File: config.mk
export PLATFORM = sky130hd
export DESIGN_NAME = wvs_ram
export DESIGN_NICKNAME = d
export VERILOG_FILES = /design/src/rtl/core/wvs_pkg.sv /design/src/rtl/core/wvs_ram.sv
export SDC_FILE = /design/constraint.sdc
export NUM_CORES = 2
export LEC_CHECK = 0
export ABC_CLOCK_PERIOD_IN_PS = 4600
export BUFFER_PORTS_ARGS = -buffer_cell sky130_fd_sc_hd__buf_2
export CAP_MARGIN = 10
export CORE_ASPECT_RATIO = 1.5
export CORE_MARGIN = 2
export CORE_UTILIZATION = 40
export CTS_BUF_LIST = sky130_fd_sc_hd__clkbuf_4 sky130_fd_sc_hd__clkbuf_8
export DETAILED_ROUTE_END_ITERATION = 16
export HOLD_SLACK_MARGIN = 0.08
export SETUP_SLACK_MARGIN = 0.3
export SYNTH_ARGS = -nofsm -noshare
export SYNTH_HDL_FRONTEND = slang
export SYNTH_SLANG_ARGS = --single-unit
File: constraint.sdc
create_clock -name clk -period 4.6 [get_ports clk]
set_input_delay 0.69 -clock clk [delete_from_list [all_inputs] [get_ports clk]]
set_output_delay 0.69 -clock clk [all_outputs]
set_load 0.005 [all_outputs]
File: src/rtl/core/wvs_pkg.sv
`timescale 1ns / 1ps
// Shared types, widths and codes for the window variation stability check.
// Used by every module of the block; depends on nothing.
package wvs_pkg;

    // Field widths of the stream items and registers.
    localparam int TPS_W       = 24;
    localparam int FREQ_W      = 16;
    localparam int LIM_W       = 16;
    localparam int WIN_W       = 7;
    localparam int HELD_W      = 7;
    localparam int IN_TDATA_W  = 40;
    localparam int OUT_TDATA_W = 16;

    // Partial-product split for the wide limit multiply.
    localparam int SPLIT_W = 32;

    // Register port.
    localparam int APB_ADDR_W = 4;
    localparam int APB_DATA_W = 32;

    // Default sample store depth.
    localparam int MAX_WINDOW_DEF = 64;

    // Register reset values.
    localparam logic [WIN_W-1:0] WINDOW_RST   = 7'd10;
    localparam logic [LIM_W-1:0] TPS_LIM_RST  = 16'd3277;
    localparam logic [LIM_W-1:0] FREQ_LIM_RST = 16'd655;

    typedef enum logic
    {
        OP_RECORD = 1'b0,
        OP_CLEAR  = 1'b1
    } wvs_op_t;

    typedef enum logic [1:0]
    {
        REG_WINDOW   = 2'd0,
        REG_TPS_LIM  = 2'd1,
        REG_FREQ_LIM = 2'd2
    } wvs_reg_t;

    typedef enum logic [1:0]
    {
        ST_IDLE,
        ST_READ,
        ST_WAIT,
        ST_DONE
    } wvs_state_t;

    // Control from the sequencer to the accumulator.
    typedef struct packed
    {
        logic clr;
        logic en;
        logic last;
    } wvs_rd_ctl_t;

    // Verdict from the two channel checkers.
    typedef struct packed
    {
        logic done;
        logic tps_ok;
        logic freq_ok;
    } wvs_judge_t;

endpackage

File: src/rtl/core/wvs_ram.sv
`timescale 1ns / 1ps
// Generic single-port-write, single-port-read RAM with a registered read.
// Stand-alone; uses no package items other than default sizes.
module wvs_ram #(
    parameter int WIDTH = wvs_pkg::TPS_W + wvs_pkg::FREQ_W,
    parameter int DEPTH = wvs_pkg::MAX_WINDOW_DEF
) (
    input  logic                     clk,
    input  logic                     we,
    input  logic [$clog2(DEPTH)-1:0] waddr,
    input  logic [WIDTH-1:0]         wdata,
    input  logic                     re,
    input  logic [$clog2(DEPTH)-1:0] raddr,
    output logic [WIDTH-1:0]         rdata
);

    logic [WIDTH-1:0] mem_reg [DEPTH];
    logic [WIDTH-1:0] rdata_reg;

    always_ff @(posedge clk)
    begin
        if (we)
        begin
            mem_reg[waddr] <= wdata;
        end
        if (re)
        begin
            rdata_reg <= mem_reg[raddr];
        end
    end

    assign rdata = rdata_reg;

endmodule

======== Word level (Yosys, flattened, before mapping) ========
Memories as Yosys holds them, arrays and structs flattened. A register that Yosys moved wholly into a read port is not among the register bits.
Index checks and enable logic that the tools add are counted.
operators by class
  mux-type cells .......................... 2
operator list
  kind    count
  $mux 1  2
storage, ports and cells
  register bits after elaboration ......... 0
  memory bits (writable) .................. 2560
  bits of input ports ..................... 55
  output and inout port bits .............. 40
  word-level logic and storage cells ...... 3
  memories ................................ 1
memories
  memory   words  width  read ports  clocked after memory_dff  write ports  RTL line       source
  mem_reg  64     40     1           1                         1            wvs_ram.sv:17  logic [WIDTH-1:0] mem_reg [DEPTH];

======== Depth between registers and ports, before layout ========
  depth in word-level cells ............... 2
  mapped depth ............................ 9
  mapped depth without buffers ............ 5

======== Least setup slack after synthesis ========
Ideal clock, no wire load.
  path kind ............................... input port to flip-flop
  from .................................... in waddr[3]
  to ...................................... mem mem_reg[48][0] (netlist name), enable pin
  setup time .............................. 0.487 ns
  arrival time ............................ 3.926 ns
  data required time ...................... 4.113 ns
  setup slack ............................. 0.188 ns
  stages .................................. 4
  path buffers ............................ 1
  cells stage by stage .................... clkbuf_1 -> nor2b_1 -> nand4b_1 -> nor3_1
RTL lines
  item                RTL line       source
  start: declaration  wvs_ram.sv:10  input logic [$clog2(DEPTH)-1:0] waddr,
  end: declaration    wvs_ram.sv:17
No word-level cell before the write port.

==> flow_summary.toml <==
[drt]
post-route-drc-count = 0
routed.top_layer = "met5"
first_iter_violations = 5314
firstDrtPassIters = 5
wl_met2_um = 145000
wl_met3_um = 17800
ant_nets = 0
wl_met1_um = 99900
wirelength_um = 271000
routed_via_density = 5.82
wl_per_cell_um = 33.2
num_vias = 47500

[global_route]
grt.total_usage_pct = 21.5
overflow = 0
grt_pass1_wl_um = 379000
grt_max_degree = 99
grt_antenna_before_repair = 28
grt_pass1_vias = 49000

[finish]
nets = 4704
seq_area_um2 = 78100
design_area_um2 = 112000
drive_gt1_share_pct = 32.2
multiInputGateArea_um2 = 19400
syn_to_final_growth_pct = 13.6
n_fill_cell = 20400
largest_reg_flops = 2560

[sta]
rsz0062_at_grt = "no"
fin_setup_tns_ps = 0
hold_viol = 0
period_share_pct = 68.9
skew_ps = 34.0
fmax_mhz = 315
finalSetupViolCount = 0
slew_violations = 0
max_slew_margin_pct = 12.6
worst_slew_pin_slew_ps = 1300
period_needed_ps = 3170

[floorplanning]
die_area_um2 = 250000
start_util_pct = 40.3
core-area_um2 = 244000
num_rows = 222
die_h_um = 611
die_w_um = 409
ios = 95

[worst_setup_path]
end_kind = "register"
r2r-start = "mem_reg[31][34]"
start_kind = "input pin"
critPathKind = "input pin to register"
cp.required_ps = 5410
worstPathArrival_ps = 3980
rrSetupSlack_ps = 1980
r2r-end = "rdata[34]"
path_max_fanout = 21
reg2reg_depth = 4

[power_and_ir_drop]
p_sw_share_pct = 21.9
p_int_uw = 35900
p_sw_uw = 10100
p_per_area_nw_per_um2 = 413
clkPwrFrac_pct = 37.5
ir_drop_mv = 0.203
p_leak_uw = 0.0345
seqPwrFrac_pct = 57.3
p_comb_share_pct = 5.1

[synth]
synth.distinct_cells = 35
synth_area_um2 = 98200
async_reset_ff_share_pct = 0
synth_top_cell_area_share_pct = 79.5
yosys_warnings = 0
yosysTopAreaCell = "edfxtp_1"
syn_nets = 4250
syn_avg_cell_area_um2 = 23.4
yosysSeqAreaShare_pct = 79.5
netlist_instances = 4195
synth_flop_cell = "edfxtp_1"
ys_seq_elements = 2600
synth_edf_count = 2600
synthTopCellsByArea = "edfxtp_1 79%, mux4_2 14%, mux2i_1 1.2%, o22ai_1 0.91%, mux2_2 0.44%"

[run]
maxCapViolCount = 0

[placed_design]
placed_area_um2 = 105000
place.detailed.hpwl_um = 159000
place.gp.congestion = 0.784
io_buffers = 94

[cts]
cts-htree-levels = 5
cts_buffer_depth = 4
insertion_delay_ps = 950
cts_resized = 0
hold_buffers = 0
cts_root_buffer = "clkbuf_8"
path_clk_slew_ps = 60
cts_tree = "yes"
post-cts-setup-buffers = 0
cts.sinks = 2600
numCtsBuffers = 367

[run_status]
status = "completed"

[min_path]
worst_hold_path_type = "input pin to register"
hold_path.startpoint = "wdata[21]"
holdPathStages = 1
worstHoldEndpoint = "mem_reg[50][21]"
-- Yosys cell counts, drive strengths merged (16+ instances only) --
cell type,number
nand2,19
a221oi,34
mux4,608
o21ai,22
clkbuf,80
a22oi,18
mux2i,113
o221ai,42
o22a,26
nor4,34
buf,158
a22o,16
edfxtp,2600
nor2b,16
o22ai,143
nor2,97
mux2,38
a21oi,68
-- how the worst max path moves through the flow --
stage	startpoint	slack (ps)	end
finish	raddr[4]	1430	rdata[23]
global route	raddr[4]	1420	rdata[23]
CTS	raddr[4]	1530	rdata[23]
detailed placement	raddr[4]	520	rdata[23]
global placement	raddr[4]	560	rdata[23]
floorplan	waddr[5]	910	mem_reg[39][0]
-- placed cells by master (no fill, tap or decap), drive strengths merged, types with 22 or more instances in the layout --
cell    instances
mux2i         113
nor2           97
buf           323
o21ai          22
clkinv        128
o221ai         42
a21oi          68
clkbuf        486
edfxtp       2600
nor4           34
a221oi         34
mux4          608
o22ai         143
mux2           38
o22a           26
-- through the flow --
| stage | worst slack, ps | hold WS (ps) | power, uW | util (%) | instances |
|---|---|---|---|---|---|
| global route | 1420 | 123 | 47400 | 45.7 | 8161 |
| floorplan | 911 | 789 | 28100 | - | 4195 |
| global placement | 557 | 897 | 29300 | 42.9 | 7520 |
| CTS | 1530 | 115 | 46400 | 45.7 | 8153 |
| finish | 1430 | 169 | 46000 | 45.8 | 8172 |
| detailed placement | 517 | 915 | 29300 | 42.9 | 7523 |
-- power by group through the flow --
stage / combinational [uW] / clock (uW) / sequential [uW]
final: 2370 / 17300 / 26400
after global routing: 2500 / 18500 / 26400
after CTS: 2390 / 17600 / 26400
after detailed placement: 2390 / 0 / 26900
after global placement: 2350 / 0 / 26900
after floorplan: 1240 / 0 / 26800
-- logic make-up (layout without fill, tap and decap cells) --
group	after synthesis	after routing	synth area share [%]
other	0	14	0
buffers and inverters	238	953	1.26
multiplexers	759	759	15.5
AO/OA/AOI/OAI	383	383	2.67
AND/OR/NAND/NOR	215	215	1.07
flip-flops	2600	2600	79.5
-- metal layers --
layer | track usage [%] | up-vias
met5 | 0 | -
met4 | 6.90 | 14
met3 | 3.37 | 435
met2 | 38.8 | 1984
met1 | 26.5 | 26100
li1 | - | 19100
-- critical path: stages --
cell	delay, ps
buf_2	520
nand2b_2	770
buf_4	370
o22ai_1	130
nor4_1	1070
buf_4	260
o22a_1	130
-- layout make-up --
class	count	area share [%]
Timing Repair Buffer	323	2.85
Antenna cell	14	0.0314
Clock inverter	144	0.714
Clock buffer	486	5.37
Sequential cell	2600	70.0
Multi-Input combinational cell	1357	17.4
Tap cell	3248	3.64
Note: power is estimated with default switching activity, not from simulation.
