===== config.mk =====
export PLATFORM = sky130hd
export DESIGN_NAME = wvs_acc
export DESIGN_NICKNAME = d
export VERILOG_FILES = /design/src/rtl/core/wvs_pkg.sv /design/src/rtl/core/wvs_acc.sv
export SDC_FILE = /design/constraint.sdc
export NUM_CORES = 2
export LEC_CHECK = 0
export BUFFER_PORTS_ARGS = -buffer_cell sky130_fd_sc_hd__clkbuf_2
export CORE_MARGIN = 1
export CORE_UTILIZATION = 55
export CTS_BUF_LIST = sky130_fd_sc_hd__clkbuf_4
export CTS_CLUSTER_SIZE = 10
export DETAILED_ROUTE_END_ITERATION = 6
export GPL_ROUTABILITY_DRIVEN = 0
export PLACE_DENSITY = 0.73
export SYNTH_ARGS = -nofsm -noshare
export SYNTH_HDL_FRONTEND = slang
export SYNTH_SLANG_ARGS = --single-unit

===== constraint.sdc =====
create_clock -name clk -period 3.6 [get_ports clk]
set_input_delay 0.36 -clock clk [delete_from_list [all_inputs] [get_ports clk]]
set_output_delay 0.36 -clock clk [all_outputs]
set_load 0.005 [all_outputs]

===== src/rtl/core/wvs_pkg.sv =====
`timescale 1ns / 1ps
// Shared types, widths and codes for the window variation stability check.
// Used by every module of the block; depends on nothing.
package wvs_pkg;

    // Field widths of the stream items and registers.
    localparam int TPS_W       = 24;
    localparam int FREQ_W      = 16;
    localparam int LIM_W       = 16;
    localparam int WIN_W       = 7;
    localparam int HELD_W      = 7;
    localparam int IN_TDATA_W  = 40;
    localparam int OUT_TDATA_W = 16;

    // Partial-product split for the wide limit multiply.
    localparam int SPLIT_W = 32;

    // Register port.
    localparam int APB_ADDR_W = 4;
    localparam int APB_DATA_W = 32;

    // Default sample store depth.
    localparam int MAX_WINDOW_DEF = 64;

    // Register reset values.
    localparam logic [WIN_W-1:0] WINDOW_RST   = 7'd10;
    localparam logic [LIM_W-1:0] TPS_LIM_RST  = 16'd3277;
    localparam logic [LIM_W-1:0] FREQ_LIM_RST = 16'd655;

    typedef enum logic
    {
        OP_RECORD = 1'b0,
        OP_CLEAR  = 1'b1
    } wvs_op_t;

    typedef enum logic [1:0]
    {
        REG_WINDOW   = 2'd0,
        REG_TPS_LIM  = 2'd1,
        REG_FREQ_LIM = 2'd2
    } wvs_reg_t;

    typedef enum logic [1:0]
    {
        ST_IDLE,
        ST_READ,
        ST_WAIT,
        ST_DONE
    } wvs_state_t;

    // Control from the sequencer to the accumulator.
    typedef struct packed
    {
        logic clr;
        logic en;
        logic last;
    } wvs_rd_ctl_t;

    // Verdict from the two channel checkers.
    typedef struct packed
    {
        logic done;
        logic tps_ok;
        logic freq_ok;
    } wvs_judge_t;

endpackage


===== src/rtl/core/wvs_acc.sv =====
`timescale 1ns / 1ps
// Squares and accumulates the samples read back from the sample store.
// Depends on wvs_pkg for field widths and the read control struct.
module wvs_acc #(
    parameter int MAX_WINDOW = wvs_pkg::MAX_WINDOW_DEF
) (
    input  logic                                               clk,
    input  logic                                               rst_n,
    input  wvs_pkg::wvs_rd_ctl_t                               ctl,
    input  logic [wvs_pkg::TPS_W+wvs_pkg::FREQ_W-1:0]          rdata,
    output logic                                               done,
    output logic [wvs_pkg::TPS_W+$clog2(MAX_WINDOW)-1:0]       tps_sum,
    output logic [2*wvs_pkg::TPS_W+$clog2(MAX_WINDOW)-1:0]     tps_sqsum,
    output logic [wvs_pkg::FREQ_W+$clog2(MAX_WINDOW)-1:0]      freq_tot,
    output logic [2*wvs_pkg::FREQ_W+$clog2(MAX_WINDOW)-1:0]    freq_sqsum
);

    localparam int L      = $clog2(MAX_WINDOW);
    localparam int TS_W   = wvs_pkg::TPS_W + L;
    localparam int TQ_W   = 2 * wvs_pkg::TPS_W + L;
    localparam int FS_W   = wvs_pkg::FREQ_W + L;
    localparam int FQ_W   = 2 * wvs_pkg::FREQ_W + L;

    logic                             rd_vld_reg;
    logic                             rd_last_reg;
    logic                             sq_vld_reg;
    logic                             sq_last_reg;
    logic                             done_reg;
    logic [wvs_pkg::TPS_W-1:0]        val_tps_reg;
    logic [2*wvs_pkg::TPS_W-1:0]      sq_tps_reg;
    logic [wvs_pkg::FREQ_W-1:0]       val_frq_reg;
    logic [2*wvs_pkg::FREQ_W-1:0]     sq_frq_reg;
    logic [TS_W-1:0]                  tps_sum_reg;
    logic [TQ_W-1:0]                  tps_sq_reg;
    logic [FS_W-1:0]                  frq_sum_reg;
    logic [FQ_W-1:0]                  frq_sq_reg;

    logic [wvs_pkg::TPS_W-1:0]        rd_tps;
    logic [wvs_pkg::FREQ_W-1:0]       rd_frq;
    logic [2*wvs_pkg::TPS_W-1:0]      sq_tps_next;
    logic [2*wvs_pkg::FREQ_W-1:0]     sq_frq_next;

    // The store word holds the frequency sample above the throughput sample.
    assign rd_tps      = rdata[wvs_pkg::TPS_W-1:0];
    assign rd_frq      = rdata[wvs_pkg::TPS_W+wvs_pkg::FREQ_W-1:wvs_pkg::TPS_W];
    assign sq_tps_next = rd_tps * rd_tps;
    assign sq_frq_next = rd_frq * rd_frq;

    always_ff @(posedge clk or negedge rst_n)
    begin
        if (!rst_n)
        begin
            rd_vld_reg  <= 1'b0;
            rd_last_reg <= 1'b0;
            sq_vld_reg  <= 1'b0;
            sq_last_reg <= 1'b0;
            done_reg    <= 1'b0;
        end
        else
        begin
            rd_vld_reg  <= ctl.en;
            rd_last_reg <= ctl.en & ctl.last;
            sq_vld_reg  <= rd_vld_reg;
            sq_last_reg <= rd_last_reg;
            done_reg    <= sq_vld_reg & sq_last_reg;
        end
    end

    always_ff @(posedge clk)
    begin
        val_tps_reg <= rd_tps;
        val_frq_reg <= rd_frq;
        sq_tps_reg  <= sq_tps_next;
        sq_frq_reg  <= sq_frq_next;
        if (ctl.clr)
        begin
            tps_sum_reg <= '0;
            tps_sq_reg  <= '0;
            frq_sum_reg <= '0;
            frq_sq_reg  <= '0;
        end
        else if (sq_vld_reg)
        begin
            tps_sum_reg <= tps_sum_reg + TS_W'(val_tps_reg);
            tps_sq_reg  <= tps_sq_reg + TQ_W'(sq_tps_reg);
            frq_sum_reg <= frq_sum_reg + FS_W'(val_frq_reg);
            frq_sq_reg  <= frq_sq_reg + FQ_W'(sq_frq_reg);
        end
    end

    assign done       = done_reg;
    assign tps_sum    = tps_sum_reg;
    assign tps_sqsum  = tps_sq_reg;
    assign freq_tot   = frq_sum_reg;
    assign freq_sqsum = frq_sq_reg;

endmodule


After elaboration in Yosys (flattened, before gate mapping)
Index checks and enable logic that the tools add are counted.
{"block": "op_classes", "bitwise": 2, "multipliers": 2, "n_addsub": 4}
{"operator": "adder 54 x 48 -> 54 bit", "n": 1}
{"operator": "multiplier 24 x 24 -> 48 bit", "n": 1}
{"operator": "adder 38 x 32 -> 38 bit", "n": 1}
{"operator": "multiplier 16 x 16 -> 32 bit", "n": 1}
{"operator": "adder 30 x 24 -> 30 bit", "n": 1}
{"operator": "adder 22 x 16 -> 22 bit", "n": 1}
{"operator": "bitwise AND 1 bit", "n": 2}
{"block": "word_totals", "elab_cells": 21, "in_bits": 45, "ff_bits": 269}

Logic depth before layout (Yosys ltp)
{"block": "depth", "depth_word": 1, "mapped_depth": 29, "mapped_depth_nobuf": 27}

Worst setup path after synthesis
OpenSTA, ideal clock, no wires.
{"block": "synth_timing", "kind": "input -> register", "startpoint": "input rdata[2] (netlist name)", "endpoint": "register sq_tps_reg[45] (netlist name)", "arrival_ps": 6656, "path_slack_ps": -3179, "stages": 27, "path_buffers": 1, "setup_ps": 123, "required_ps": 3477, "path_cell_list": "clkbuf_1 nand2_1 fa_1 inv_1 fa_1 inv_1 fa_1 inv_1 fa_1 inv_1 fa_1 inv_1 fa_1 inv_1 fa_1 inv_1 ha_1 a21oi_1 o21ai_0 a221oi_1 o22a_1 a21oi_1 o21ai_0 nor3_1 a2111oi_0 o21bai_1 xor2_1"}
{"block": "synth_between", "elab_chain_len": 1}
{"element": "from (decl)", "line_no": "wvs_acc.sv:10", "rtl": "input logic [wvs_pkg::TPS_W+wvs_pkg::FREQ_W-1:0] rdata,"}
{"element": "multiplier 24 x 24 -> 48 bit", "line_no": "wvs_acc.sv:46", "rtl": "assign sq_tps_next = rd_tps * rd_tps;"}
{"element": "named net sq_tps_next, one bit", "line_no": "wvs_acc.sv:40", "rtl": "logic [2*wvs_pkg::TPS_W-1:0] sq_tps_next;"}
{"element": "to (signal assigned)", "line_no": "wvs_acc.sv:73", "rtl": "sq_tps_reg <= sq_tps_next;"}
{"element": "to (decl)", "line_no": "wvs_acc.sv:30", "rtl": "logic [2*wvs_pkg::TPS_W-1:0] sq_tps_reg;"}
The timed path passes the listed nets, and every way through them passes these cells.
A chain may end at the register's enable or synchronous reset.

Worst setup path in the final report
{"block": "layout_timing", "startpoint": "input rdata[0] (netlist name)", "endpoint": "register sq_tps_reg[37] (netlist name)"}
Same word-level chain as after synthesis.

==> flow_metrics.py <==
metrics = {
    "clocking": {
        "tritoncts": "built",
        "cts-buffers-inserted": 70,
        "h-tree-depth": 3,
        "cts.sinks": 265,
        "root_buffer": "clkbuf_4",
        "clockBufferDepth": 3,
        "path_clk_slew_ps": 70,
        "clock_latency_ps": 800,
    },
    "place": {
        "portBuffers": 189,
        "dpl_cell_area_um2": 43000,
        "dp_hpwl_um": 79300,
    },
    "sta": {
        "slew_headroom": 0.363,
        "final_max_slew_viol_count": 0,
        "period_share": 1.68,
        "worst_pin_slew_ps": 956,
        "rsz0062_at_grt": "true",
        "final-hold-violation-count": 0,
        "fin_crit_ps": 6050,
        "setup_violations": 64,
        "skew_ps": 49.1,
        "fin_setup_tns_ps": -101490,
        "fmax_ghz": 0.165,
        "timing.final.ws_setup_ps": -2450,
    },
    "finish": {
        "largest_reg_flops": 54,
        "stdcell_area_um2": 46600,
        "num-nets-final": 5891,
        "final_common_cell": "inv_1",
        "drive_gt1_frac": 0.253,
        "final_cell_mix": "inv_1, fa_1, buf_4, ha_1, nand2_1",
        "area_growth_pct": 26.7,
    },
    "synth": {
        "synth_edf_count": 0,
        "synth_nets": 5154,
        "synth_simple_gate_area_frac": 0.131,
        "synth_top_area_share": 0.320,
        "ys_seq_area_frac": 0.145,
        "synth-xor-area-share": 0.0455,
        "syn_avg_cell_area_um2": 8.92,
        "synthAdderAreaFrac": 0.455,
        "synth-compound-area-share": 0.109,
        "ys_ff_latch": 265,
        "synthArstFlopShare": 0.0189,
        "synth_flop_cell": "dfxtp_1",
        "synth_top_family_by_area": "adder cells",
        "ys_types": 75,
        "syn_inst": 4125,
        "synth_area_leaders": "fa_1, dfxtp_1, ha_1",
        "netlist_area_um2": 36800,
        "synth_area_leader_cell": "fa_1",
        "synth_mux_area_frac": 0.0145,
        "yosysWarningCount": 0,
    },
    "critical_path": {
        "start_kind": "input port",
        "critPathMaxStageDelay_ps": 590,
        "path_class": "in -> reg",
        "end_kind": "flip-flop",
        "slowest_stage": "fa_2",
        "r2r-start": "tps_sum[3]",
        "rrSetupSlack_ps": 120,
        "rr_worst_depth": 12,
        "crit_top_cell": "fa_1",
        "path_max_fanout": 6,
        "crit_end": "sq_tps_reg[37]",
        "critical_path_required_ps": 4320,
        "arrival_ps": 6770,
        "r2r_end": "tps_sum[27]",
        "critPathLaunch": "rdata[0]",
    },
    "hold_path": {
        "hold_depth": 2,
        "min_path_type": "in -> reg",
    },
    "grt": {
        "grt_pass1_wl_um": 162000,
        "grtUsageTotal": 0.302,
        "grt_start_max_net_pins": 61,
        "grt_pass1_vias": 31964,
        "antenna_found_initial": 3,
        "grt-ovfl-total": 0,
    },
    "die": {
        "ioPinCount": 190,
        "die_h_um": 261,
        "dieArea_um2": 67900,
        "initial_core_util": 0.557,
        "die_w_um": 261,
        "core-area_um2": 66000,
        "rows": 94,
    },
    "route": {
        "vias": 31063,
        "wl_per_cell_um": 17.8,
        "routed_wl_um": 103000,
        "dr.first_iter.drc_count": 1900,
        "final_antenna_net_count": 0,
        "viasPerCell": 5.37,
        "first_pass_iters": 7,
        "drc": 27,
    },
    "status": {
        "violations": "DRC, setup timing",
        "outcome": "finished, violations left",
    },
    "flow_run": {
        "maxCapViolCount": 0,
    },
}
-- logic make-up after synthesis --
family | count (synthesis)
buffers and inverters | 988
muxes | 53
and+or+nand+nor | 1009
xor gates and xnor gates | 191
DFF | 265
AOI/OAI and AO/OA | 635
adders and majority gates | 984
-- synth_stat cells (4+ instances only) --
master,count
and4_1,6
mux2i_1,51
buf_1,7
dfxtp_1,260
nor3b_1,7
a211o_1,5
o41ai_1,6
nand4_1,24
o21a_1,20
and3_1,27
a21o_1,91
a31o_2,6
or4_1,5
o21bai_1,35
ha_1,396
dfrtp_1,5
a211oi_1,28
nor2b_1,29
buf_2,6
o31a_1,4
o21ai_0,137
xnor2_1,119
fa_1,588
a21oi_1,208
nor3_1,37
nand3_1,45
clkbuf_1,110
or2_2,13
nand2_1,355
a41oi_1,4
a22o_1,5
nand2b_1,28
inv_1,862
and2_1,180
a31oi_1,19
o211ai_1,9
o31ai_1,14
nor2_1,226
xor2_1,72
or3_1,15
-- stage by stage --
step	util	hold WS, ps	cells	setup slack [ps]
3_5_place_dp	0.652	187	5546	-3350
6_report	0.706	41.8	5783	-2450
3_3_place_gp	0.652	177	5546	-3170
5_1_grt	0.706	-9.99	5783	-2520
4_1_cts	0.692	0.141	5743	-2280
2_1_floorplan	-	64.4	4125	-2670
-- metal layers --
metal	up-vias	routed length (um)	global-route usage
met4	0	2980	0.0850
met5	-	0	0
met2	887	49900	0.504
li1	14542	-	-
met3	185	7090	0.0538
met1	15449	43000	0.403
-- worst min path at each step --
stage,start,endpoint
2_1_floorplan,rst_n,done
3_3_place_gp,rst_n,rd_last_reg
3_5_place_dp,rst_n,rd_last_reg
4_1_cts,rdata[12],val_tps_reg[12]
5_1_grt,rdata[38],val_frq_reg[14]
6_report,rdata[38],val_frq_reg[14]
-- timing repair --
item	4_1_cts	5_1_grt
pin swaps	134	138
hold buffers	19	7
resized for setup	236	195
buffers inserted	50	42
cloned	8	2
endpoints found under the setup margin	64	85
endpoints found under the hold margin	22	7
-- final cells by class --
cell class	instances	area, um^2
Multi-Input combinational cell	2872	29400
Fill cell	4824	19400
Timing Repair Buffer	790	6580
Sequential cell	265	5330
Inverter	863	3250
Tap cell	864	1080
Clock buffer	87	653
Clock inverter	38	256
Antenna cell	4	10.0
-- worst max-delay path, delay by kind of cell --
family                   cells  cell delay, ps
buffers and inverters       12            1190
AND/OR/NAND/NOR              5             770
XOR/XNOR                     1             160
AO/OA/AOI/OAI                3             710
adder cells (fa/ha/maj)      8            3580
Power is left out: the tool's default activity adds up to more than one toggle a clock period on the data nets, which glitch-free logic cannot reach.
