==> src/rtl/core/wvs_pkg.sv <==
`timescale 1ns / 1ps
// Shared types, widths and codes for the window variation stability check.
// Used by every module of the block; depends on nothing.
package wvs_pkg;

    // Field widths of the stream items and registers.
    localparam int TPS_W       = 24;
    localparam int FREQ_W      = 16;
    localparam int LIM_W       = 16;
    localparam int WIN_W       = 7;
    localparam int HELD_W      = 7;
    localparam int IN_TDATA_W  = 40;
    localparam int OUT_TDATA_W = 16;

    // Partial-product split for the wide limit multiply.
    localparam int SPLIT_W = 32;

    // Register port.
    localparam int APB_ADDR_W = 4;
    localparam int APB_DATA_W = 32;

    // Default sample store depth.
    localparam int MAX_WINDOW_DEF = 64;

    // Register reset values.
    localparam logic [WIN_W-1:0] WINDOW_RST   = 7'd10;
    localparam logic [LIM_W-1:0] TPS_LIM_RST  = 16'd3277;
    localparam logic [LIM_W-1:0] FREQ_LIM_RST = 16'd655;

    typedef enum logic
    {
        OP_RECORD = 1'b0,
        OP_CLEAR  = 1'b1
    } wvs_op_t;

    typedef enum logic [1:0]
    {
        REG_WINDOW   = 2'd0,
        REG_TPS_LIM  = 2'd1,
        REG_FREQ_LIM = 2'd2
    } wvs_reg_t;

    typedef enum logic [1:0]
    {
        ST_IDLE,
        ST_READ,
        ST_WAIT,
        ST_DONE
    } wvs_state_t;

    // Control from the sequencer to the accumulator.
    typedef struct packed
    {
        logic clr;
        logic en;
        logic last;
    } wvs_rd_ctl_t;

    // Verdict from the two channel checkers.
    typedef struct packed
    {
        logic done;
        logic tps_ok;
        logic freq_ok;
    } wvs_judge_t;

endpackage

==> src/rtl/core/wvs_ctrl.sv <==
`timescale 1ns / 1ps
// Sequencer: takes items, writes samples, walks the window backward through
// the store, collects the verdict and holds the result item.
// Depends on wvs_pkg for the state, op and struct types.
module wvs_ctrl #(
    parameter int MAX_WINDOW = wvs_pkg::MAX_WINDOW_DEF
) (
    input  logic                                 clk,
    input  logic                                 rst_n,
    input  logic                                 in_valid,
    output logic                                 in_ready,
    input  wvs_pkg::wvs_op_t                     in_op,
    input  logic [wvs_pkg::WIN_W-1:0]            win_len,
    output logic                                 ram_we,
    output logic [$clog2(MAX_WINDOW)-1:0]        ram_waddr,
    output logic [$clog2(MAX_WINDOW)-1:0]        rd_addr,
    output wvs_pkg::wvs_rd_ctl_t                 rd_ctl,
    input  wvs_pkg::wvs_judge_t                  judge,
    output logic                                 out_valid,
    input  logic                                 out_ready,
    output logic                                 out_stable,
    output logic                                 out_tps_ok,
    output logic                                 out_freq_ok,
    output logic [wvs_pkg::HELD_W-1:0]           out_held
);

    localparam int AW    = $clog2(MAX_WINDOW);
    localparam int CNT_W = $clog2(MAX_WINDOW + 1);
    localparam int CMP_W = (wvs_pkg::WIN_W > CNT_W) ? wvs_pkg::WIN_W : CNT_W;

    wvs_pkg::wvs_state_t state_reg, state_next;

    logic [AW-1:0]              wslot_reg, wslot_next;
    logic [CNT_W-1:0]           fill_reg, fill_next;
    logic [AW-1:0]              rptr_reg, rptr_next;
    logic [CNT_W-1:0]           rcnt_reg, rcnt_next;
    logic                       tok_reg, tok_next;
    logic                       fok_reg, fok_next;
    logic                       ovld_reg, ovld_next;
    logic                       otok_reg, otok_next;
    logic                       ofok_reg, ofok_next;
    logic [wvs_pkg::HELD_W-1:0] oheld_reg, oheld_next;

    logic                       accept;
    logic                       load_out;
    logic                       judge_go;
    logic [AW-1:0]              wslot_inc;
    logic [CNT_W-1:0]           fill_inc;
    logic [CMP_W-1:0]           win_ext;
    logic [CMP_W-1:0]           fill_ext;

    assign accept   = in_valid && (state_reg == wvs_pkg::ST_IDLE);
    assign load_out = (state_reg == wvs_pkg::ST_DONE) && (!ovld_reg || out_ready);

    assign wslot_inc = (wslot_reg == AW'(MAX_WINDOW - 1)) ? '0 : wslot_reg + 1'b1;
    assign fill_inc  = (fill_reg < CNT_W'(MAX_WINDOW)) ? fill_reg + 1'b1 : fill_reg;
    assign win_ext   = CMP_W'(win_len);
    assign fill_ext  = CMP_W'(fill_inc);
    assign judge_go  = (win_len != '0) && (win_ext <= fill_ext);

    // Next state.
    always_comb
    begin
        state_next = state_reg;
        case (state_reg)
            wvs_pkg::ST_IDLE:
            begin
                if (in_valid)
                begin
                    if (in_op == wvs_pkg::OP_RECORD && judge_go)
                    begin
                        state_next = wvs_pkg::ST_READ;
                    end
                    else
                    begin
                        state_next = wvs_pkg::ST_DONE;
                    end
                end
            end
            wvs_pkg::ST_READ:
            begin
                if (rcnt_reg == CNT_W'(1))
                begin
                    state_next = wvs_pkg::ST_WAIT;
                end
            end
            wvs_pkg::ST_WAIT:
            begin
                if (judge.done)
                begin
                    state_next = wvs_pkg::ST_DONE;
                end
            end
            wvs_pkg::ST_DONE:
            begin
                if (!ovld_reg || out_ready)
                begin
                    state_next = wvs_pkg::ST_IDLE;
                end
            end
            default:
            begin
                state_next = wvs_pkg::ST_IDLE;
            end
        endcase
    end

    // State outputs.
    always_comb
    begin
        in_ready    = (state_reg == wvs_pkg::ST_IDLE);
        ram_we      = accept && (in_op == wvs_pkg::OP_RECORD);
        rd_ctl.clr  = accept;
        rd_ctl.en   = (state_reg == wvs_pkg::ST_READ);
        rd_ctl.last = (state_reg == wvs_pkg::ST_READ) && (rcnt_reg == CNT_W'(1));
    end

    // Datapath registers.
    always_comb
    begin
        wslot_next = wslot_reg;
        fill_next  = fill_reg;
        rptr_next  = rptr_reg;
        rcnt_next  = rcnt_reg;
        tok_next   = tok_reg;
        fok_next   = fok_reg;
        ovld_next  = ovld_reg;
        otok_next  = otok_reg;
        ofok_next  = ofok_reg;
        oheld_next = oheld_reg;

        if (accept)
        begin
            tok_next = 1'b0;
            fok_next = 1'b0;
            if (in_op == wvs_pkg::OP_CLEAR)
            begin
                wslot_next = '0;
                fill_next  = '0;
            end
            else
            begin
                wslot_next = wslot_inc;
                fill_next  = fill_inc;
                // The newest sample sits in the slot just written.
                rptr_next  = wslot_reg;
                rcnt_next  = CNT_W'(win_len);
            end
        end

        if (state_reg == wvs_pkg::ST_READ)
        begin
            rptr_next = (rptr_reg == '0) ? AW'(MAX_WINDOW - 1) : rptr_reg - 1'b1;
            rcnt_next = rcnt_reg - 1'b1;
        end

        if (state_reg == wvs_pkg::ST_WAIT && judge.done)
        begin
            tok_next = judge.tps_ok;
            fok_next = judge.freq_ok;
        end

        if (load_out)
        begin
            ovld_next  = 1'b1;
            otok_next  = tok_reg;
            ofok_next  = fok_reg;
            oheld_next = wvs_pkg::HELD_W'(fill_reg);
        end
        else if (out_ready)
        begin
            ovld_next = 1'b0;
        end
    end

    always_ff @(posedge clk or negedge rst_n)
    begin
        if (!rst_n)
        begin
            state_reg <= wvs_pkg::ST_IDLE;
            wslot_reg <= '0;
            fill_reg  <= '0;
            rcnt_reg  <= '0;
            ovld_reg  <= 1'b0;
        end
        else
        begin
            state_reg <= state_next;
            wslot_reg <= wslot_next;
            fill_reg  <= fill_next;
            rcnt_reg  <= rcnt_next;
            ovld_reg  <= ovld_next;
        end
    end

    always_ff @(posedge clk)
    begin
        rptr_reg  <= rptr_next;
        tok_reg   <= tok_next;
        fok_reg   <= fok_next;
        otok_reg  <= otok_next;
        ofok_reg  <= ofok_next;
        oheld_reg <= oheld_next;
    end

    assign ram_waddr   = wslot_reg;
    assign rd_addr     = rptr_reg;
    assign out_valid   = ovld_reg;
    assign out_stable  = otok_reg & ofok_reg;
    assign out_tps_ok  = otok_reg;
    assign out_freq_ok = ofok_reg;
    assign out_held    = oheld_reg;

endmodule

==> config.mk <==
export PLATFORM = sky130hd
export DESIGN_NAME = wvs_ctrl
export DESIGN_NICKNAME = d
export VERILOG_FILES = /design/src/rtl/core/wvs_pkg.sv /design/src/rtl/core/wvs_ctrl.sv
export SDC_FILE = /design/constraint.sdc
export NUM_CORES = 1
export LEC_CHECK = 0
export BUFFER_PORTS_ARGS = -buffer_cell sky130_fd_sc_hd__buf_2
export CAP_MARGIN = 20
export CORE_UTILIZATION = 55
export CTS_CLUSTER_SIZE = 25
export DETAILED_ROUTE_END_ITERATION = 12
export PLACE_DENSITY = 0.86
export SKIP_CTS_REPAIR_TIMING = 1
export SYNTH_ARGS = -nofsm -noshare
export SYNTH_HDL_FRONTEND = slang
export SYNTH_SLANG_ARGS = --single-unit
export TNS_END_PERCENT = 100
==> constraint.sdc <==
create_clock -name clk -period 2.9 [get_ports clk]
set_input_delay 0.58 -clock clk [delete_from_list [all_inputs] [get_ports clk]]
set_output_delay 0.58 -clock clk [all_outputs]
set_load 0.02 [all_outputs]
=== Word level (Yosys, flattened, before mapping) ===
Cells that the tools add are included.

* Output and inout bits: 28
* Register bits: 40
* Word-level logic and storage cells: 68

* Add/sub/neg operators: 4
* Bitwise gates (word level): 2
* Equality and inequality tests: 10
* Muxes and demuxes: 22
* Reduce and logical (&&, ||, !) cells: 17
* $lt $le $gt $ge: 2

{| class="wikitable"
|+ Operators by type and width
! cell !! number
|-
| 6-bit two-way mux || 6
|-
| 7-bit two-way mux || 5
|-
| 2-bit two-way mux || 5
|-
| 2-bit case mux with 4 select lines || 1
|-
| 7-bit by 1-bit adder with 7-bit output, second input constant || 1
|-
| 7-bit by 1-bit == test with 1-bit output, second input constant || 1
|-
| 7-bit <= comparator || 1
|-
| 1-bit logical AND || 7
|-
| 7-bit less-than comparator, second input constant || 1
|-
| 7-bit nonzero test || 1
|-
| 7-bit by 1-bit subtractor with 7-bit output, second input constant || 1
|-
| 6-bit by 1-bit adder with 6-bit output, second input constant || 1
|-
| 6-bit == test, second input constant || 1
|-
| 6-bit zero test || 1
|-
| 2-bit by 1-bit inequality test with 1-bit output, second input constant || 3
|-
| 2-bit nonzero test || 3
|-
| 6-bit by 1-bit subtractor with 6-bit output, second input constant || 1
|-
| 1-bit two-way mux || 5
|-
| 2-bit == test, second input constant || 2
|-
| 2-bit inequality test, second input constant || 2
|-
| 4-bit AND reduction || 1
|-
| 2-bit by 1-bit == test with 1-bit output, second input constant || 1
|-
| 2-bit zero test || 1
|-
| 2-bit AND reduction || 1
|-
| other kinds (4) || 4
|}

=== Logic depth before layout (Yosys ltp) ===
Gate-level depths: netlist of run 1.

* Depth after elaboration: 8
* Depth in mapped cells: 9
* Gate-level depth less buffers: 9

=== Worst setup path after synthesis of run 1 ===
Ideal clock, no wire load.

* Path type: register to output
* Start: register state_reg[0]
* End: output ram_we
* Required time: 2,320 ps
* Setup slack: 921 ps
* Arrival time: 1,399 ps
* Cell stages (with the launch flop): 6
* Cell sequence: dfrtp_1 -> inv_1 -> ha_1 -> nand3b_2 -> inv_2 -> buf_4

* Word-level cells in the longest chain between the ends: 3

{| class="wikitable"
|+ RTL lines
! item !! RTL line !! RTL
|-
| start: declaration || wvs_ctrl.sv:31 || <nowiki>wvs_pkg::wvs_state_t state_reg, state_next;</nowiki>
|-
| start signal: assignment || wvs_ctrl.sv:180 || <nowiki>state_reg <= wvs_pkg::ST_IDLE;</nowiki>
|-
| start signal: assignment || wvs_ctrl.sv:188 || <nowiki>state_reg <= state_next;</nowiki>
|-
| 2-bit zero test || n/a ||
|-
| via in_ready || wvs_ctrl.sv:11 || <nowiki>output logic in_ready,</nowiki>
|-
| 1-bit logical AND || wvs_ctrl.sv:52 || <nowiki>assign accept = in_valid && (state_reg == wvs_pkg::ST_IDLE);</nowiki>
|-
| 1-bit logical AND || wvs_ctrl.sv:112 || <nowiki>ram_we = accept && (in_op == wvs_pkg::OP_RECORD);</nowiki>
|-
| end: declaration || wvs_ctrl.sv:14 || <nowiki>output logic ram_we,</nowiki>
|}

The timed path passes the listed nets, and every way through them passes these cells.

=== Worst setup path after layout of run 1 ===
* Start: register state_reg[1]
* End: output ram_we

* Word-level cells in the longest chain between the ends: 3

{| class="wikitable"
|+ RTL lines
! item !! RTL line
|-
| 2-bit zero test || wvs_ctrl.sv:52
|-
| 1-bit logical AND || wvs_ctrl.sv:52
|-
| 1-bit logical AND || wvs_ctrl.sv:112
|}

Every way passes these cells.

==> flow_metrics.py, run 1 <==
metrics = {
    "setup_path": {
        "worst-path-buf-inv": 3,
        "cp.required_ns": 2.32,
        "r2r_start": "fill_reg[0]$_DFFE_PN0P_",
        "worstSetupPathType": "reg2out",
        "cpPeakStageDelay_ns": 0.41,
        "end_kind": "output pin",
        "startpoint": "state_reg[1]$_DFFE_PN0P_",
        "arrival_ns": 1.94,
        "worstSetupStartpointType": "flop",
        "crit_slowest_cell": "dfrtp_1",
        "cp_max_fo": 15,
        "crit_family": "buffers and inverters",
        "worst-path-stages": 5,
        "regToRegSetupSlack_ns": 0.79,
        "r2r_end": "state_reg[1]$_DFFE_PN0P_",
        "rr_worst_depth": 9,
        "path_cells": "inv_1, ha_1, nand3b_2, inv_2, buf_2",
        "crit_end": "ram_we",
    },
    "logic_synthesis": {
        "synth_fa_ha_area_share_pct": 9.52,
        "synth_top_family_by_area": "simple AND/OR/NAND/NOR gates",
        "yosys.area_share.simple_pct": 18.1,
        "yosys_register_bits": 40,
        "synth_ff_type": "dfrtp_1",
        "avgSynthCellArea_um2": 10.3,
        "yosysUniqueCellTypes": 44,
        "syn_inst": 217,
        "synthArstFlopShare_pct": 57.5,
        "synthMuxAreaShare_pct": 1.90,
        "seq_area_frac_synth_pct": 48.6,
        "synth-compound-area-share_pct": 12.4,
        "synth_area_um2": 2230,
        "syn_nets": 249,
        "synth-edff-count": 17,
        "synth-xor-area-share_pct": 5.88,
        "yosysWarningCount": 0,
    },
    "floorplanning": {
        "start_util_pct": 59.2,
        "die_w_um": 65.7,
        "rows": 22,
        "core_um2": 3770,
        "die_h_um": 65.7,
        "io_pins": 43,
        "die_area_um2": 4320,
    },
    "route": {
        "num_vias": 1777,
        "wire_per_inst_um": 13.9,
        "drcViolationCount": 0,
        "dr.pass1.iters": 5,
        "routed_via_density": 5.71,
        "drt_wl_total_mm": 4.33,
        "first_iter_violations": 156,
        "ant_nets": 0,
    },
    "layout": {
        "diodes": 0,
        "multi_input_area_um2": 1070,
        "finish.utilization_pct": 68.3,
        "area_growth_syn_to_layout_pct": 15.3,
        "final_nets": 294,
        "stdcell_count": 311,
        "fillCellCount": 298,
        "regArea_um2": 1090,
        "drive_gt1_share_pct": 23.2,
    },
    "timing": {
        "hold_viol": 0,
        "clock_skew_ns": 0.00772,
        "tns_ns": 0,
        "tightest_slew_ns": 0.773,
        "slew_headroom_pct": 48.3,
        "fmax_mhz": 396,
        "worst_slack_ns": 0.377,
        "fin_crit_sh_pct": 87.0,
        "maxSlewViolCount": 0,
        "min_period_ns": 2.52,
        "finalSetupViolations": 0,
        "rsz0062_at_grt": "false",
    },
    "power_and_ir_drop": {
        "powerDensity_nw_per_um2": 380,
        "p_leak_nw": 1.21,
        "peakVddDrop_mv": 0.245,
        "power_w": 0.000978,
    },
    "clock_tree": {
        "ctsRootBufferMaster": "clkbuf_8",
        "clk_pin_slew_ns": 0.08,
        "clockBufferDepth": 2,
        "clkLatencyLatePin_ns": 0.29,
        "clock-sinks": 40,
        "cts_tree": "built",
        "htreeDepth": 2,
        "cts_buffers": 5,
    },
    "placed_design": {
        "dp_hpwl_mm": 3.34,
        "pre_cts_ws_ns": 0.714,
        "place_congestion": 0.907,
        "dp.cells": 303,
        "port_buffers": 42,
    },
    "grt": {
        "grt_pass1_wl_mm": 7.40,
        "busiest_layer": "met2",
        "grt_util_all_layers_pct": 22.6,
        "use_met2_pct": 37.8,
        "met3_usage_pct": 4.34,
        "grt_max_degree": 24,
        "antenna_found_initial": 0,
        "grt.overflow.total": 0,
        "use_met1_pct": 29.7,
        "grt_pass1_vias": 1641,
    },
    "outcome": {
        "outcome": "finished, final reports clean",
    },
    "min_path": {
        "hold_class": "in2async",
    },
    "flow_run": {
        "maxCapViolCount": 0,
    },
}
-- logic make-up after synthesis --
logic type	Yosys count
flip-flops	40
AND/OR/NAND/NOR	75
AO/OA/AOI/OAI	47
adder cells (fa/ha/maj)	17
multiplexers	4
buffers and inverters	19
XOR/XNOR	15
-- power breakdown --
part	internal, W	switching (W)	total (W)
combinational	0.0000141	0.0000219	0.0000359
sequential	0.000586	0	0.000586
clock	0.000167	0.000188	0.000356
-- synthesized netlist by cell type (all sizes together), types with 5 or more instances --
cell type  count  area, um^2
xnor2          9        78.8
o21ai         18        90.1
inv           13        48.8
and3           7        43.8
xor2           6        52.6
nor2b          5        31.3
ha            17         213
nand3          6        30.0
dfrtp         23         576
edfxtp        17         510
a21oi         14        70.1
nand2         26        97.6
nor2          12        45.0
-- area by class of cell --
| class | count | share of cell area [%] |
|---|---|---|
| Clock inverter | 3 | 0.729 |
| Clock buffer | 5 | 2.67 |
| Multi-Input combinational cell | 158 | 41.4 |
| Inverter | 13 | 1.90 |
| Tap cell | 48 | 2.33 |
| Timing Repair Buffer | 44 | 8.75 |
| Sequential cell | 40 | 42.2 |
-- how the worst min path moves through the flow --
stage,slack [ns],from,cells past startpoint,endpoint
after global placement,0.40,tok_reg$_SDFFCE_PN0P_,0,out_tps_ok$_DFFE_PP_
after global routing,0.29,rst_n,1,state_reg[1]$_DFFE_PN0P_
after floorplan,0.28,rst_n,0,fill_reg[0]$_DFFE_PN0P_
final,0.26,rst_n,1,rcnt_reg[0]$_DFFE_PN0P_
after CTS,0.27,rst_n,1,state_reg[1]$_DFFE_PN0P_
after detailed placement,0.40,fok_reg$_SDFFCE_PN0P_,0,out_freq_ok$_DFFE_PP_
-- through the flow --
stage | hold slack (ns) | area (um^2)
finish | 0.261 | 2570
global route | 0.290 | 2570
CTS | 0.267 | 2570
detailed placement | 0.405 | 2490
global placement | 0.404 | 2490
floorplan | 0.284 | 2230
-- per-layer routing --
metal / up-vias / share of wire, %
met4: 0 / 0.67
li1: 862 / -
met1: 850 / 46
met5: - / 0
met2: 62 / 48
met3: 3 / 5.4
-- cell usage in the layout, fill, tap and decap left out, types with 7 or more instances in the layout --
cell and instances:
ha_1 17, buf_2 42, nor2_1 12, o21ai_0 13
inv_1 12, xnor2_1 9, and3_1 7, a21oi_1 14
dfrtp_1 23, nand2_1 26, edfxtp_1 17
No activity file was read; power rests on OpenSTA's default activity.
==> run 2: changes to the inputs <==
==> constraint.sdc (replaced) <==
create_clock -name clk -period 2.9 [get_ports clk]
set_input_delay 0.145 -clock clk [delete_from_list [all_inputs] [get_ports clk]]
set_output_delay 0.145 -clock clk [all_outputs]
set_load 0.02 [all_outputs]
==> run 2 against run 1 <==
Compared with the run above:
- cell count stayed put
- core utilization is 0.60 points higher
- combinational power is 5.8% higher
- critical endpoint is now state_reg[1]$_DFFE_PN0P_
- total power is 10% higher
- routed wire length is 3.7% higher
- highest routed layer unchanged
- clock power is 27% higher
- clock skew is 0.00060 ns higher
- via count is 0.62% lower
- sequential share of layout area is 0.37 points lower
- register-to-register slack worse by 0.05 ns
==> flow_metrics.py, run 2 (synthesized netlist as in run 1, its figures left out) <==
metrics = {
    "layout": {
        "regArea_um2": 1090,
        "diodes": 0,
        "mostFrequentLayoutCell": "buf_2",
        "final_nets": 294,
        "area_growth_syn_to_layout_pct": 16.3,
        "drive_gt1_share_pct": 22.4,
        "final_cell_mix": "buf_2, nand2_1, dfrtp_1",
        "stdcell_count": 311,
        "multi_input_area_um2": 1070,
        "finish.utilization_pct": 68.9,
        "fillCellCount": 292,
    },
    "clock_tree": {
        "clkLatencyLatePin_ns": 0.30,
        "clock-sinks": 40,
        "cts_tree": "built",
        "ctsRootBufferMaster": "clkbuf_8",
        "htreeDepth": 2,
        "clk_pin_slew_ns": 0.08,
        "cts_buffers": 5,
        "clockBufferDepth": 2,
    },
    "route": {
        "ant_nets": 0,
        "dr.pass1.iters": 5,
        "drt_wl_total_mm": 4.49,
        "num_vias": 1766,
        "drcViolationCount": 0,
        "wire_per_inst_um": 14.4,
        "first_iter_violations": 106,
        "routed_via_density": 5.68,
    },
    "grt": {
        "grt_util_all_layers_pct": 23.1,
        "grt_max_degree": 24,
        "grt_pass1_wl_mm": 7.35,
        "grt_pass1_vias": 1589,
        "antenna_found_initial": 0,
        "grt.overflow.total": 0,
    },
    "power_and_ir_drop": {
        "powerDensity_nw_per_um2": 415,
        "p_leak_nw": 1.21,
        "peakVddDrop_mv": 0.306,
    },
    "setup_path": {
        "crit_family": "simple AND/OR/NAND/NOR gates",
        "worst-path-buf-inv": 0,
        "path_cells": "and4b_1, nand3_1, xor2_1, ha_1, nand4_1, a21oi_1, o22ai_1, a211oi_1",
        "crit_slowest_cell": "dfrtp_1",
        "cpPeakStageDelay_ns": 0.48,
        "worstSetupStartpointType": "flop",
        "end_kind": "flop",
        "cp.required_ns": 3.10,
        "cp_max_fo": 9,
        "worstSetupPathType": "reg2reg",
        "arrival_ns": 2.36,
    },
    "floorplanning": {
        "core_um2": 3770,
        "die_h_um": 65.7,
        "start_util_pct": 59.2,
        "die_w_um": 65.7,
        "die_area_um2": 4320,
        "rows": 22,
        "io_pins": 43,
    },
    "timing": {
        "tns_ns": 0,
        "fin_crit_sh_pct": 74.4,
        "hold_viol": 0,
        "slew_headroom_pct": 47.7,
        "maxSlewViolCount": 0,
        "fmax_mhz": 464,
        "hold_ws_ns": 0.134,
        "rsz0062_at_grt": "false",
        "clock_skew_ns": 0.00832,
        "finalSetupViolations": 0,
        "tightest_slew_ns": 0.783,
        "min_period_ns": 2.16,
    },
    "outcome": {
        "outcome": "finished, final reports clean",
    },
    "placed_design": {
        "place_congestion": 0.804,
        "dp_hpwl_mm": 3.32,
        "dp.cells": 302,
        "port_buffers": 42,
    },
    "min_path": {
        "hold_class": "in2reg",
    },
    "flow_run": {
        "maxCapViolCount": 0,
    },
}
==> run 2: cell count changes in the layout (fill, tap and decap cells not counted) <==
cell,previous run,this run
dlygate4sd3_1,0,1
bufinv_16,0,1
clkinv_4,1,0
clkinv_2,2,1
buf_4,2,1
clkbuf_1,0,1
==> run 2: path summary, 6_finish.rpt <==
path                                            endpoint  cells after the start  slack, ns               startpoint
max in group asynchronous        fill_reg[1]$_DFFE_PN0P_                      2       2.18                    rst_n
worst max register to register  state_reg[1]$_DFFE_PN0P_                      8       0.74  fill_reg[6]$_DFFE_PN0P_
min in group asynchronous        rcnt_reg[1]$_DFFE_PN0P_                      2       0.34                    rst_n
worst min register to register     out_freq_ok$_DFFE_PP_                      0       0.42    fok_reg$_SDFFCE_PN0P_
worst min-delay path            ram_waddr[4]$_DFFE_PN0P_                      2       0.13                    in_op
worst max-delay path            state_reg[1]$_DFFE_PN0P_                      8       0.74  fill_reg[6]$_DFFE_PN0P_
==> run 2: report_power, final <==
| part | internal (W) | switching (W) |
|---|---|---|
| sequential | 0.000586 | 0 |
| clock | 0.000255 | 0.000198 |
| combinational | 0.0000151 | 0.0000229 |
| total | 0.000857 | 0.000221 |
==> run 2: area by class of cell <==
type | instances | share of cell area [%]
flip-flops and latches | 40 | 41.8
multi-input cells | 158 | 41.1
repair buffers | 44 | 8.77
clock buffers | 6 | 2.79
well taps | 48 | 2.31
inverters | 13 | 1.88
clock inverters | 2 | 1.35
==> run 2: per-stage QoR <==
stage          setup slack, ns  power (W)  instance area (um^2)
5_1_grt                  0.604    0.00112                  2600
2_1_floorplan            0.968   0.000610                  2230
6_report                 0.743    0.00108                  2600
3_3_place_gp             0.894   0.000634                  2480
4_1_cts                  0.774    0.00108                  2590
3_5_place_dp             0.819   0.000635                  2480
==> run 2: per-layer routing <==
metal  GRT usage [%]  routed length [um]
met5               0                   0
met4            10.3                  68
met3            6.08                 243
met2            35.2                2110
met1            30.7                2070
